**config.mk**
```make
export PLATFORM = sky130hd
export DESIGN_NAME = tcp_option_parser
export DESIGN_NICKNAME = d
export VERILOG_FILES = /design/src/hdl/tcpo_pkg.sv /design/src/hdl/tcpo_parser.sv /design/src/hdl/tcp_option_parser.sv
export SDC_FILE = /design/constraint.sdc
export NUM_CORES = 1
export LEC_CHECK = 0
export ABC_AREA = 1
export ABC_CLOCK_PERIOD_IN_PS = 5650
export BUFFER_PORTS_ARGS = -buffer_cell sky130_fd_sc_hd__buf_2
export CORE_AREA = 3 3 193 195
export CTS_CLUSTER_DIAMETER = 150
export DETAILED_ROUTE_END_ITERATION = 10
export DIE_AREA = 0 0 196 198
export PLACE_DENSITY_LB_ADDON = 0.15
export SYNTH_ARGS = -nofsm -noshare
export SYNTH_HDL_FRONTEND = slang
export SYNTH_SLANG_ARGS = --single-unit
```
**constraint.sdc**
```tcl
create_clock -name clk -period 5.65 [get_ports clk]
set_input_delay 0.2825 -clock clk [delete_from_list [all_inputs] [get_ports clk]]
set_output_delay 0.2825 -clock clk [all_outputs]
set_load 0.05 [all_outputs]
```
**src/hdl/tcpo_pkg.sv**
```systemverilog
// Shared types and constants for the TCP option parser.
package tcpo_pkg;

  localparam int MAX_OPTION_BYTES   = 40;
  localparam int FIXED_HEADER_BYTES = 20;

  // Option kinds
  localparam logic [7:0] KIND_EOL    = 8'd0;
  localparam logic [7:0] KIND_NOP    = 8'd1;
  localparam logic [7:0] KIND_MSS    = 8'd2;
  localparam logic [7:0] KIND_WS     = 8'd3;
  localparam logic [7:0] KIND_SACKOK = 8'd4;
  localparam logic [7:0] KIND_SACK   = 8'd5;
  localparam logic [7:0] KIND_TS     = 8'd8;
  localparam logic [7:0] KIND_MD5    = 8'd19;
  localparam logic [7:0] KIND_AO     = 8'd29;
  localparam logic [7:0] KIND_TFO    = 8'd34;
  localparam logic [7:0] KIND_EXP1   = 8'd253;
  localparam logic [7:0] KIND_EXP2   = 8'd254;

  localparam logic [15:0] TFO_EXP_MAGIC = 16'hf989;
  localparam logic [3:0]  MAX_WS_SHIFT  = 4'd14;

  // Bit positions in present_mask
  localparam int PM_WS     = 0;
  localparam int PM_MSS    = 1;
  localparam int PM_SACKOK = 2;
  localparam int PM_TS     = 3;
  localparam int PM_SACK   = 4;
  localparam int PM_TFO    = 5;
  localparam int PM_MD5    = 6;
  localparam int PM_AO     = 7;

  typedef struct packed {
    logic [3:0]  window_scale;
    logic [15:0] max_segment_size;
    logic [31:0] stamp_value;
    logic [31:0] stamp_echo;
    logic [2:0]  sack_blocks;
    logic [5:0]  sack_start;
    logic [7:0]  present_mask;
    logic        bad_length_seen;
    logic        duplicate_seen;
    logic        packet_invalid;
  } tcpo_summary_t;

  typedef struct packed {
    logic [7:0] option_byte;
    logic [5:0] area_length;
    logic       first_byte;
    logic       last_byte;
  } tcpo_item_t;

endpackage

```
**src/hdl/tcpo_parser.sv**
```systemverilog
// Option walker: parse state, per-option checks and summary registers.
module tcpo_parser
  import tcpo_pkg::*;
(
  input  logic          clk,
  input  logic          rst,
  input  logic          step,
  input  tcpo_item_t    item,
  output tcpo_summary_t summary
);

  typedef enum logic [1:0] {PH_KIND, PH_LEN, PH_DATA, PH_STOP} phase_t;

  phase_t      phase;
  logic [5:0]  bytes_left;
  logic [5:0]  area_position;
  logic [7:0]  current_kind;
  logic [5:0]  current_length;
  logic [5:0]  data_index;
  logic [63:0] data_capture;
  logic [3:0]  scale_reg;
  logic [15:0] mss_reg;
  logic [63:0] stamp_regs;
  logic [2:0]  sack_count;
  logic [5:0]  sack_base;
  logic [7:0]  present;
  logic        bad_flag;
  logic        dup_flag;
  logic        inv_flag;

  phase_t      phase_next;
  logic [5:0]  bytes_left_next;
  logic [5:0]  area_position_next;
  logic [7:0]  current_kind_next;
  logic [5:0]  current_length_next;
  logic [5:0]  data_index_next;
  logic [63:0] data_capture_next;
  logic [3:0]  scale_reg_next;
  logic [15:0] mss_reg_next;
  logic [63:0] stamp_regs_next;
  logic [2:0]  sack_count_next;
  logic [5:0]  sack_base_next;
  logic [7:0]  present_next;
  logic        bad_flag_next;
  logic        dup_flag_next;
  logic        inv_flag_next;

  logic        finish;
  logic [7:0]  d0;
  logic [7:0]  d1;
  logic [5:0]  n;
  logic [5:0]  n_minus2;

  always_comb begin
    phase_next          = phase;
    bytes_left_next     = bytes_left;
    area_position_next  = area_position;
    current_kind_next   = current_kind;
    current_length_next = current_length;
    data_index_next     = data_index;
    data_capture_next   = data_capture;
    scale_reg_next      = scale_reg;
    mss_reg_next        = mss_reg;
    stamp_regs_next     = stamp_regs;
    sack_count_next     = sack_count;
    sack_base_next      = sack_base;
    present_next        = present;
    bad_flag_next       = bad_flag;
    dup_flag_next       = dup_flag;
    inv_flag_next       = inv_flag;
    finish              = 1'b0;

    // New area: clear results and load the byte budget
    if (item.first_byte) begin
      scale_reg_next      = '0;
      mss_reg_next        = '0;
      stamp_regs_next     = '0;
      sack_count_next     = '0;
      sack_base_next      = '0;
      present_next        = '0;
      bad_flag_next       = 1'b0;
      dup_flag_next       = 1'b0;
      inv_flag_next       = 1'b0;
      bytes_left_next     = (item.area_length > 6'(MAX_OPTION_BYTES)) ?
                            6'(MAX_OPTION_BYTES) : item.area_length;
      area_position_next  = '0;
      current_kind_next   = '0;
      current_length_next = '0;
      data_index_next     = '0;
      data_capture_next   = '0;
      phase_next          = PH_KIND;
    end

    if (phase_next != PH_STOP && bytes_left_next != 6'd0) begin
      case (phase_next)
        PH_KIND: begin
          if (item.option_byte == KIND_EOL) begin
            phase_next = PH_STOP;
          end else if (item.option_byte == KIND_NOP) begin
            area_position_next = area_position_next + 6'd1;
            bytes_left_next    = bytes_left_next - 6'd1;
          end else if (bytes_left_next < 6'd2) begin
            phase_next = PH_STOP;
          end else begin
            current_kind_next = item.option_byte;
            phase_next        = PH_LEN;
          end
        end
        PH_LEN: begin
          if (item.option_byte > {2'b00, bytes_left_next} || item.option_byte < 8'd2) begin
            bad_flag_next = 1'b1;
            inv_flag_next = 1'b1;
            phase_next    = PH_STOP;
          end else begin
            current_length_next = item.option_byte[5:0];
            data_index_next     = '0;
            data_capture_next   = '0;
            if (item.option_byte == 8'd2) begin
              finish = 1'b1;
            end else begin
              phase_next = PH_DATA;
            end
          end
        end
        PH_DATA: begin
          // Keep the first eight data bytes, big-endian
          if (data_index_next < 6'd8) begin
            data_capture_next[{3'd7 - data_index_next[2:0], 3'b000} +: 8] = item.option_byte;
          end
          data_index_next = data_index_next + 6'd1;
          if (data_index_next >= current_length_next - 6'd2) begin
            finish = 1'b1;
          end
        end
        default: ;
      endcase
    end

    d0       = data_capture_next[63:56];
    d1       = data_capture_next[55:48];
    n        = current_length_next;
    n_minus2 = n - 6'd2;

    if (finish) begin
      case (current_kind_next)
        KIND_WS: begin
          if (n != 6'd3) bad_flag_next = 1'b1;
          else if (present_next[PM_WS]) dup_flag_next = 1'b1;
          else begin
            present_next[PM_WS] = 1'b1;
            scale_reg_next = (d0 <= {4'd0, MAX_WS_SHIFT}) ? d0[3:0] : 4'd0;
          end
        end
        KIND_MSS: begin
          if (n != 6'd4) bad_flag_next = 1'b1;
          else if (present_next[PM_MSS]) dup_flag_next = 1'b1;
          else begin
            present_next[PM_MSS] = 1'b1;
            mss_reg_next = {d0, d1};
          end
        end
        KIND_SACKOK: begin
          if (n != 6'd2) bad_flag_next = 1'b1;
          else if (present_next[PM_SACKOK]) dup_flag_next = 1'b1;
          else present_next[PM_SACKOK] = 1'b1;
        end
        KIND_TS: begin
          if (n != 6'd10) bad_flag_next = 1'b1;
          else if (present_next[PM_TS]) dup_flag_next = 1'b1;
          else begin
            present_next[PM_TS] = 1'b1;
            stamp_regs_next = data_capture_next;
          end
        end
        KIND_SACK: begin
          // An empty SACK is accepted and has no effect
          if (n != 6'd2) begin
            if (n < 6'd10 || n > 6'd34 || n_minus2[2:0] != 3'd0) bad_flag_next = 1'b1;
            else if (present_next[PM_SACK]) dup_flag_next = 1'b1;
            else begin
              present_next[PM_SACK] = 1'b1;
              sack_count_next = n_minus2[5:3];
              sack_base_next  = area_position_next + 6'(FIXED_HEADER_BYTES + 2);
            end
          end
        end
        KIND_TFO: begin
          if (n != 6'd2 && (n < 6'd6 || n > 6'd18 || n[0])) bad_flag_next = 1'b1;
          else if (present_next[PM_TFO]) dup_flag_next = 1'b1;
          else present_next[PM_TFO] = 1'b1;
        end
        KIND_EXP1, KIND_EXP2: begin
          if (n == 6'd4 || n == 6'd12) begin
            if ({d0, d1} == TFO_EXP_MAGIC) begin
              if (present_next[PM_TFO]) dup_flag_next = 1'b1;
              else present_next[PM_TFO] = 1'b1;
            end
          end else begin
            bad_flag_next = 1'b1;
          end
        end
        KIND_MD5: begin
          if (n != 6'd18) begin
            bad_flag_next = 1'b1;
            inv_flag_next = 1'b1;
          end else begin
            present_next[PM_MD5] = 1'b1;
          end
        end
        KIND_AO: begin
          if (n < 6'd4) begin
            bad_flag_next = 1'b1;
            inv_flag_next = 1'b1;
          end else begin
            present_next[PM_AO] = 1'b1;
          end
        end
        default: ;
      endcase
      area_position_next = area_position_next + n;
      bytes_left_next    = bytes_left_next - n;
      phase_next         = PH_KIND;
    end

    // The summary closes the area until the next first byte
    if (item.last_byte) begin
      phase_next      = PH_STOP;
      bytes_left_next = '0;
    end
  end

  always_ff @(posedge clk) begin
    if (rst) begin
      phase          <= PH_KIND;
      bytes_left     <= '0;
      area_position  <= '0;
      current_kind   <= '0;
      current_length <= '0;
      data_index     <= '0;
      data_capture   <= '0;
      scale_reg      <= '0;
      mss_reg        <= '0;
      stamp_regs     <= '0;
      sack_count     <= '0;
      sack_base      <= '0;
      present        <= '0;
      bad_flag       <= 1'b0;
      dup_flag       <= 1'b0;
      inv_flag       <= 1'b0;
    end else if (step) begin
      phase          <= phase_next;
      bytes_left     <= bytes_left_next;
      area_position  <= area_position_next;
      current_kind   <= current_kind_next;
      current_length <= current_length_next;
      data_index     <= data_index_next;
      data_capture   <= data_capture_next;
      scale_reg      <= scale_reg_next;
      mss_reg        <= mss_reg_next;
      stamp_regs     <= stamp_regs_next;
      sack_count     <= sack_count_next;
      sack_base      <= sack_base_next;
      present        <= present_next;
      bad_flag       <= bad_flag_next;
      dup_flag       <= dup_flag_next;
      inv_flag       <= inv_flag_next;
    end
  end

  always_comb begin
    summary.window_scale     = scale_reg_next;
    summary.max_segment_size = mss_reg_next;
    summary.stamp_value      = stamp_regs_next[63:32];
    summary.stamp_echo       = stamp_regs_next[31:0];
    summary.sack_blocks      = sack_count_next;
    summary.sack_start       = sack_base_next;
    summary.present_mask     = present_next;
    summary.bad_length_seen  = bad_flag_next;
    summary.duplicate_seen   = dup_flag_next;
    summary.packet_invalid   = inv_flag_next;
  end

endmodule

```
**src/hdl/tcp_option_parser.sv**
```systemverilog
// Top level of the TCP option parser: input register, parser, result register.
//
// Usage: feed the TCP option area one byte per transaction on the input
// channel (option_byte, area_length, first_byte, last_byte; in_valid/in_stall).
// Mark the first byte of an area with first_byte, and give the area length on
// it; lengths above 40 saturate to 40. Mark the final byte with last_byte.
// Each byte marked last produces one summary transaction on the output
// channel (out_valid/out_stall); other bytes produce nothing.
// A byte accepted into the input register is parsed when the step advances,
// and on that parse step a last byte's summary enters the result register.
// Throughput: one byte per cycle unless a last byte waits for an untaken
// summary; the input register feeds the parse step into the result register.
// Stall: while the result register holds an untaken summary, the block keeps
// taking bytes that carry no last mark; a last byte waits in the input
// register, and in_stall rises only then, until the summary is taken.
// Reset (rst, synchronous): clears the valid flags, the parse state and the
// summary registers; bytes before any first byte are ignored, and a last byte
// then reports an all-zero summary.
module tcp_option_parser
  import tcpo_pkg::*;
(
  input  logic        clk,
  input  logic        rst,
  input  logic        in_valid,
  output logic        in_stall,
  input  logic [7:0]  option_byte,
  input  logic [5:0]  area_length,
  input  logic        first_byte,
  input  logic        last_byte,
  output logic        out_valid,
  input  logic        out_stall,
  output logic [3:0]  window_scale,
  output logic [15:0] max_segment_size,
  output logic [31:0] stamp_value,
  output logic [31:0] stamp_echo,
  output logic [2:0]  sack_blocks,
  output logic [5:0]  sack_start,
  output logic [7:0]  present_mask,
  output logic        bad_length_seen,
  output logic        duplicate_seen,
  output logic        packet_invalid
);

  // Input register
  logic          held_valid;
  tcpo_item_t    held_item;

  // Result register
  tcpo_summary_t result;
  tcpo_summary_t summary;

  logic out_free;
  logic step;
  logic accept;

  // The result register is free when empty or being taken this cycle
  assign out_free = !out_valid || !out_stall;
  // Bytes without a last mark never wait for the output side
  assign step     = held_valid && (!held_item.last_byte || out_free);
  assign in_stall = held_valid && !step;
  assign accept   = in_valid && !in_stall;

  always_ff @(posedge clk) begin
    if (rst) begin
      held_valid <= 1'b0;
    end else if (!in_stall) begin
      held_valid <= in_valid;
    end
  end

  always_ff @(posedge clk) begin
    if (accept) begin
      held_item.option_byte <= option_byte;
      held_item.area_length <= area_length;
      held_item.first_byte  <= first_byte;
      held_item.last_byte   <= last_byte;
    end
  end

  tcpo_parser u_parser (
    .clk     (clk),
    .rst     (rst),
    .step    (step),
    .item    (held_item),
    .summary (summary)
  );

  // Load the summary on a last byte; drop valid once taken
  always_ff @(posedge clk) begin
    if (rst) begin
      out_valid <= 1'b0;
    end else if (step && held_item.last_byte) begin
      out_valid <= 1'b1;
    end else if (!out_stall) begin
      out_valid <= 1'b0;
    end
  end

  always_ff @(posedge clk) begin
    if (step && held_item.last_byte) begin
      result <= summary;
    end
  end

  assign window_scale     = result.window_scale;
  assign max_segment_size = result.max_segment_size;
  assign stamp_value      = result.stamp_value;
  assign stamp_echo       = result.stamp_echo;
  assign sack_blocks      = result.sack_blocks;
  assign sack_start       = result.sack_start;
  assign present_mask     = result.present_mask;
  assign bad_length_seen  = result.bad_length_seen;
  assign duplicate_seen   = result.duplicate_seen;
  assign packet_invalid   = result.packet_invalid;

`ifndef NO_ASSERTIONS
  // A byte with no last mark never blocks the input side
  assert property (@(posedge clk) disable iff (rst)
    held_valid && !held_item.last_byte |-> !in_stall)
    else $error("input stalled on a byte without last mark");

  // Stall on the input only comes from a held result the receiver refuses
  assert property (@(posedge clk) disable iff (rst)
    in_stall |-> out_valid && out_stall && held_valid && held_item.last_byte)
    else $error("input stalled without a blocked result");

  // A parsed last byte always presents a result on the next cycle
  assert property (@(posedge clk) disable iff (rst)
    step && held_item.last_byte |=> out_valid)
    else $error("summary lost after last byte");

  // Window scale never reports a shift beyond the limit
  assert property (@(posedge clk) disable iff (rst)
    out_valid |-> window_scale <= MAX_WS_SHIFT)
    else $error("window scale above limit");
`endif

endmodule
```
======== After elaboration in Yosys (flattened, before gate mapping) ========
Cells that the tools add are included.
word-level totals
  output and inout bits ................... 106
  word-level logic and storage cells ...... 246
  register bits after elaboration ......... 324
  input bits .............................. 20
operators by class
  equality and inequality tests ........... 24
  add/sub/neg operators ................... 10
  $lt $le $gt $ge ......................... 12
  reduce and logical (&&, ||, !) cells .... 24
  muxes and demuxes ....................... 142
  shift-type cells ........................ 2
operator list
  kind                                                                           number
  64-bit 2-to-1 mux                                                              9
  6-bit 2-to-1 mux                                                               27
  64-bit case mux with 2 select lines                                            1
  16-bit 2-to-1 mux                                                              5
  64-bit bitwise mux                                                             1
  8-bit 2-to-1 mux                                                               8
  8-bit by 8-bit variable shift with 64-bit output (first input constant)        1
  8-bit by 8-bit variable part select with 64-bit output                         1
  1-bit 2-to-1 mux                                                               63
  8-bit by 2-bit equality test with 1-bit output (second input constant)         3
  4-bit 2-to-1 mux                                                               6
  2-bit 2-to-1 mux                                                               9
  3-bit 2-to-1 mux                                                               6
  16-bit equality test (second input constant)                                   1
  8-bit by 3-bit equality test with 1-bit output (second input constant)         2
  8-bit by 5-bit equality test with 1-bit output (second input constant)         2
  8-bit equality test (second input constant)                                    2
  6-bit by 1-bit adder with 6-bit output (second input constant)                 2
  6-bit > comparator (second input constant)                                     2
  6-bit by 3-bit less-than comparator with 1-bit output (second input constant)  2
  6-bit by 4-bit less-than comparator with 1-bit output (second input constant)  2
  6-bit by 2-bit inequality test with 1-bit output (second input constant)       2
  6-bit case mux with 2 select lines                                             1
  6-bit by 2-bit subtractor with 6-bit output (second input constant)            2
  other kinds (36)                                                               54

======== Longest topological paths before layout ========
  word-level depth ........................ 15
  gate-level depth with buffers ........... 30
  depth with buffers taken out ............ 29

======== By module ========
From an unflattened synthesis, not the netlist that was laid out.
second synthesis, totals
  cells, all modules ...................... 2,605
  area total of the unflattened synthesis .. 18,485.2 um^2
by module, submodules not included
  module             area an instance (um^2)  seq. area each (um^2)  cells an instance  instances
  tcpo_parser        14,771.7                 4,043.9                2,466              1
  tcp_option_parser  3,713.6                  3,643.5                139                1

======== Worst setup path after synthesis ========
No wires, ideal clock.
  kind .................................... flip-flop to flip-flop
  start ................................... register held_item[1] (netlist bit)
  end ..................................... register u_parser.bytes_left[5]
  clock period less this slack ............ 4,850 ps
  arrival time ............................ 4,718 ps
  setup time .............................. 132 ps
  setup slack ............................. 800 ps
  buffers on the path ..................... 8
  stages on the path, launching flop included .. 26
  data required time ...................... 5,518 ps
  cell sequence ........................... edfxtp_1 > buf_6 > buf_6 > buf_2 > buf_1 > clkbuf_1 > clkbuf_1 > clkbuf_1 > nor2_1 > ha_1 > inv_1 > nand2_1 > inv_2 > nand4_4 > buf_6 > o21ai_0 > ha_1 > nand2_1 > nor2_1 > a211oi_1 > nor2_1 > o21ai_0 > nand2_1 > xor2_1 > o211ai_1 > a21oi_1
on the way
  cells in the longest elaborated chain, start to end .. 9
  elaborated cells on any way between the ends .. 30
  classes of those cells .................. add/sub: 4; order compare: 2; eq/ne: 3; mux: 17; reduce/logical: 4
RTL lines
  item                                                                                                                 line                                    text
  start, declared                                                                                                      tcp_option_parser.sv:46                 tcpo_item_t held_item;
  6-bit 2-to-1 mux                                                                                                     tcpo_parser.sv:74                       if (item.first_byte) begin
  6-bit by 1-bit subtractor with 6-bit output / 8-bit by 6-bit > comparator with 1-bit output (equally long branches)  tcpo_parser.sv:101, tcpo_parser.sv:110
  6-bit 2-to-1 mux / 1-bit logical OR (equally long branches)                                                          tcpo_parser.sv:99, tcpo_parser.sv:110
  6-bit 2-to-1 mux (on tied branches)                                                                                  tcpo_parser.sv:97, tcpo_parser.sv:110
  6-bit 2-to-1 mux                                                                                                     tcpo_parser.sv:95                       case (phase_next)
  6-bit 2-to-1 mux                                                                                                     tcpo_parser.sv:94                       if (phase_next != PH_STOP && bytes_left_next != 6'd0) begin
  6-bit subtractor                                                                                                     tcpo_parser.sv:221                      bytes_left_next = bytes_left_next - n;
  6-bit 2-to-1 mux (*)                                                                                                 tcpo_parser.sv:144                      if (finish) begin
  6-bit 2-to-1 mux (*)                                                                                                 tcpo_parser.sv:226                      if (item.last_byte) begin
  end signal, assigned                                                                                                 tcpo_parser.sv:252                      bytes_left <= bytes_left_next;
  end, declared                                                                                                        tcpo_parser.sv:15                       logic [5:0] bytes_left;
Mark *: on every way between the ends. The rest lies on a longest branch, timed or not.
A chain may end at the register's enable or synchronous reset.

==> flow_summary.json <==
{
  "dp.cells": 3001,
  "cts_num_sinks": 324,
  "skew_ns": 0.0249,
  "gp_congestion": 0.913,
  "yosys-top-cells-count": "nand2_1, inv_1, o21ai_0",
  "place_hpwl_mm": 32.4,
  "fmax_mhz": 213,
  "cts_tree": "yes",
  "top_regs": "u_parser.data_capture x64, u_parser.stamp_regs x64",
  "cts_buffers": 39,
  "synth-seq-cells": 324,
  "power_w": 0.00579,
  "grt_overflow": 0,
  "min_period_over_period": 0.830,
  "yosysUniqueCellTypes": 57,
  "vias_per_cell": 5.48,
  "min_period_ns": 4.69,
  "setup_viol": 0,
  "p_int_w": 0.00415,
  "final_max_slew_viol_count": 0,
  "final_cell_area_um2": 20300,
  "hold_viol": 0,
  "coreArea_um2": 35600,
  "ant_nets": 0,
  "drc": 0,
  "synthFlopType": "dfxtp_1",
  "grt_pass1_wl_mm": 81.6,
  "cts_buffer_depth": 3,
  "async_flop_share": 0,
  "hold_class": "in2reg",
  "dieArea_um2": 38800,
  "globalRouteMet2Util": 0.432,
  "syn_inst": 2538,
  "syn_nets": 2593,
  "wl_per_cell_um": 16.4,
  "syn_area_um2": 18200,
  "power_frac_comb": 0.141,
  "antenna-diode-count": 0,
  "yosysSeqAreaShare": 0.423,
  "cts_setup_buffers": 0,
  "max_slew_margin": 0.302,
  "grtUsageMet3": 0.0407,
  "clockRootBuffer": "clkbuf_16",
  "critPathKind": "reg2reg",
  "layoutNonFillerInstCount": 3090,
  "p_sw_w": 0.00164,
  "p_seq_frac": 0.450,
  "synth.most_common_cell": "nand2_1",
  "die_h_um": 198,
  "clock_latency_ns": 0.56,
  "htreeDepth": 2,
  "cts_hold_buf": 17,
  "post_cts_resized": 0,
  "synthTopCellsByArea": "dfxtp_1, edfxtp_1, nand2_1, o21ai_0, inv_1",
  "ir_worst_vdd_uv": 209,
  "first_iter_violations": 1708,
  "leakage_nw": 9.42,
  "synth_enable_flop_cells": 120,
  "wl_mm": 50.7,
  "ios": 126,
  "yosysTopAreaCell": "dfxtp_1",
  "initial_core_util": 0.511,
  "clkTransAtPathRegs_ns": 0.06,
  "nets": 2653,
  "critical_path_required_ns": 6.09,
  "arrival_ns": 5.13,
  "sw_frac_of_total": 0.283,
  "row_count": 69,
  "num_vias": 16900,
  "portBuffers": 125,
  "antenna_found_initial": 0,
  "p_per_area_nw_per_um2": 285,
  "end_kind": "register",
  "worstSetupStartpointType": "register",
  "worst_pin_slew_ns": 1.04,
  "first_pass_iters": 6,
  "die-width_um": 196,
  "outcome": "finished, final reports clean",
  "synth_top_cell_area_share": 0.225,
  "max_cap_violations": 0,
  "syn2layout_area_growth_pct": 12.0,
  "grt_setup_unrepaired": "false",
  "drive_above_1_share": 0.101,
  "yosys_warnings": 0,
  "crit_fanout": 28,
  "clkPwrFrac": 0.410,
  "grt_max_degree": 253,
  "grt.total_usage": 0.257,
  "met1_usage": 0.344,
  "setup_tns_ns": 0,
  "place_area_um2": 19000,
  "syn_avg_cell_area_um2": 7.16,
  "top_usage_layer": "met2",
  "grt_pass1_vias": 15900
}
[kinds of logic (layout without fill, tap and decap cells)]
| family | count (synthesis) | after routing | share of synthesized area |
|---|---|---|---|
| and+or+nand+nor | 851 | 851 | 0.198 |
| AOI/OAI and AO/OA | 727 | 727 | 0.218 |
| buffers and inverters | 580 | 671 | 0.125 |
| DFF | 324 | 324 | 0.423 |
| adders and majority gates | 35 | 35 | 0.0249 |
| xor gates and xnor gates | 20 | 20 | 0.00964 |
| muxes | 1 | 1 | 0.000551 |
[final cells by class]
cell class / instances / area, µm²
Inverter: 429 / 1610
Fill cell: 3393 / 15200
Clock inverter: 17 / 121
Timing Repair Buffer: 170 / 1040
Tap cell: 461 / 577
Clock buffer: 55 / 1080
Multi-Input combinational cell: 1634 / 8220
Sequential cell: 324 / 7690
[layer usage]
layer / share of wire / up-vias
met3: 0.060 / 107
li1: - / 8442
met1: 0.44 / 7858
met4: 0.028 / 0
met5: 0 / -
met2: 0.47 / 532
[through the flow]
step,worst slack [ns],hold WS (ns),utilization
after global routing,0.483,0.143,0.572
after CTS,1.02,0.0854,0.572
final,0.961,0.129,0.572
after global placement,1.14,0.451,0.533
after floorplan,0.800,0.381,-
after detailed placement,1.04,0.456,0.533
[placed cells by master, fill, tap and decap left out, types with 4 or more instances in the layout]
| cell type | instances |
|---|---|
| o22ai_1 | 37 |
| clkbuf_16 | 39 |
| nor2_1 | 241 |
| nand2_1 | 428 |
| a21oi_1 | 162 |
| clkbuf_8 | 4 |
| nand2_2 | 6 |
| a31oi_1 | 4 |
| a22o_1 | 8 |
| dlygate4sd3_1 | 17 |
| edfxtp_1 | 120 |
| clkbuf_1 | 12 |
| clkinv_2 | 7 |
| xor2_1 | 12 |
| inv_6 | 4 |
| inv_2 | 12 |
| o21ai_2 | 8 |
| dfxtp_1 | 204 |
| nor2_2 | 6 |
| o21ai_1 | 124 |
| clkinv_1 | 8 |
| o211ai_1 | 17 |
| a221oi_1 | 5 |
| nor3_1 | 18 |
| nand3_1 | 118 |
| ha_1 | 33 |
| o31ai_1 | 22 |
| inv_1 | 412 |
| nand4_1 | 13 |
| buf_4 | 26 |
| o21ai_0 | 312 |
| o21a_1 | 5 |
| a32oi_1 | 10 |
| xnor2_1 | 8 |
| buf_2 | 124 |
[worst paths after layout]
check	start	to	slack, ns	cells after the start
setup / recovery	held_item[1]	u_parser.stamp_regs[35]	0.96	17
hold / removal	out_stall	out_valid	0.13	5
setup reg to reg	held_item[1]	u_parser.stamp_regs[35]	0.96	17
hold reg to reg	u_parser.bytes_left[0]	u_parser.bytes_left[0]	0.46	2
[power by group through the flow]
stage	logic (W)	clock network, W	registers [W]
after floorplan	0.000532	0	0.00271
after global placement	0.000776	0	0.00265
after detailed placement	0.000795	0	0.00265
after CTS	0.000809	0.00242	0.00260
after global routing	0.000915	0.00252	0.00261
final	0.000814	0.00237	0.00260
[critical path, cell delays in order (launching register included)]
cell and delay [ns]:
edfxtp_1 0.62, clkinv_2 0.40, nand2_1 0.30, inv_1 0.10, ha_1 0.20, inv_1 0.11
nand2_1 0.14, inv_2 0.18, nand4_4 0.30, o21ai_2 0.38, ha_1 0.21, inv_1 0.06
nor2_4 0.21, nand4_4 0.46, inv_2 0.52, o31ai_1 0.17, o21ai_0 0.18, inv_1 0.05
(Power assumes the default switching activity.)
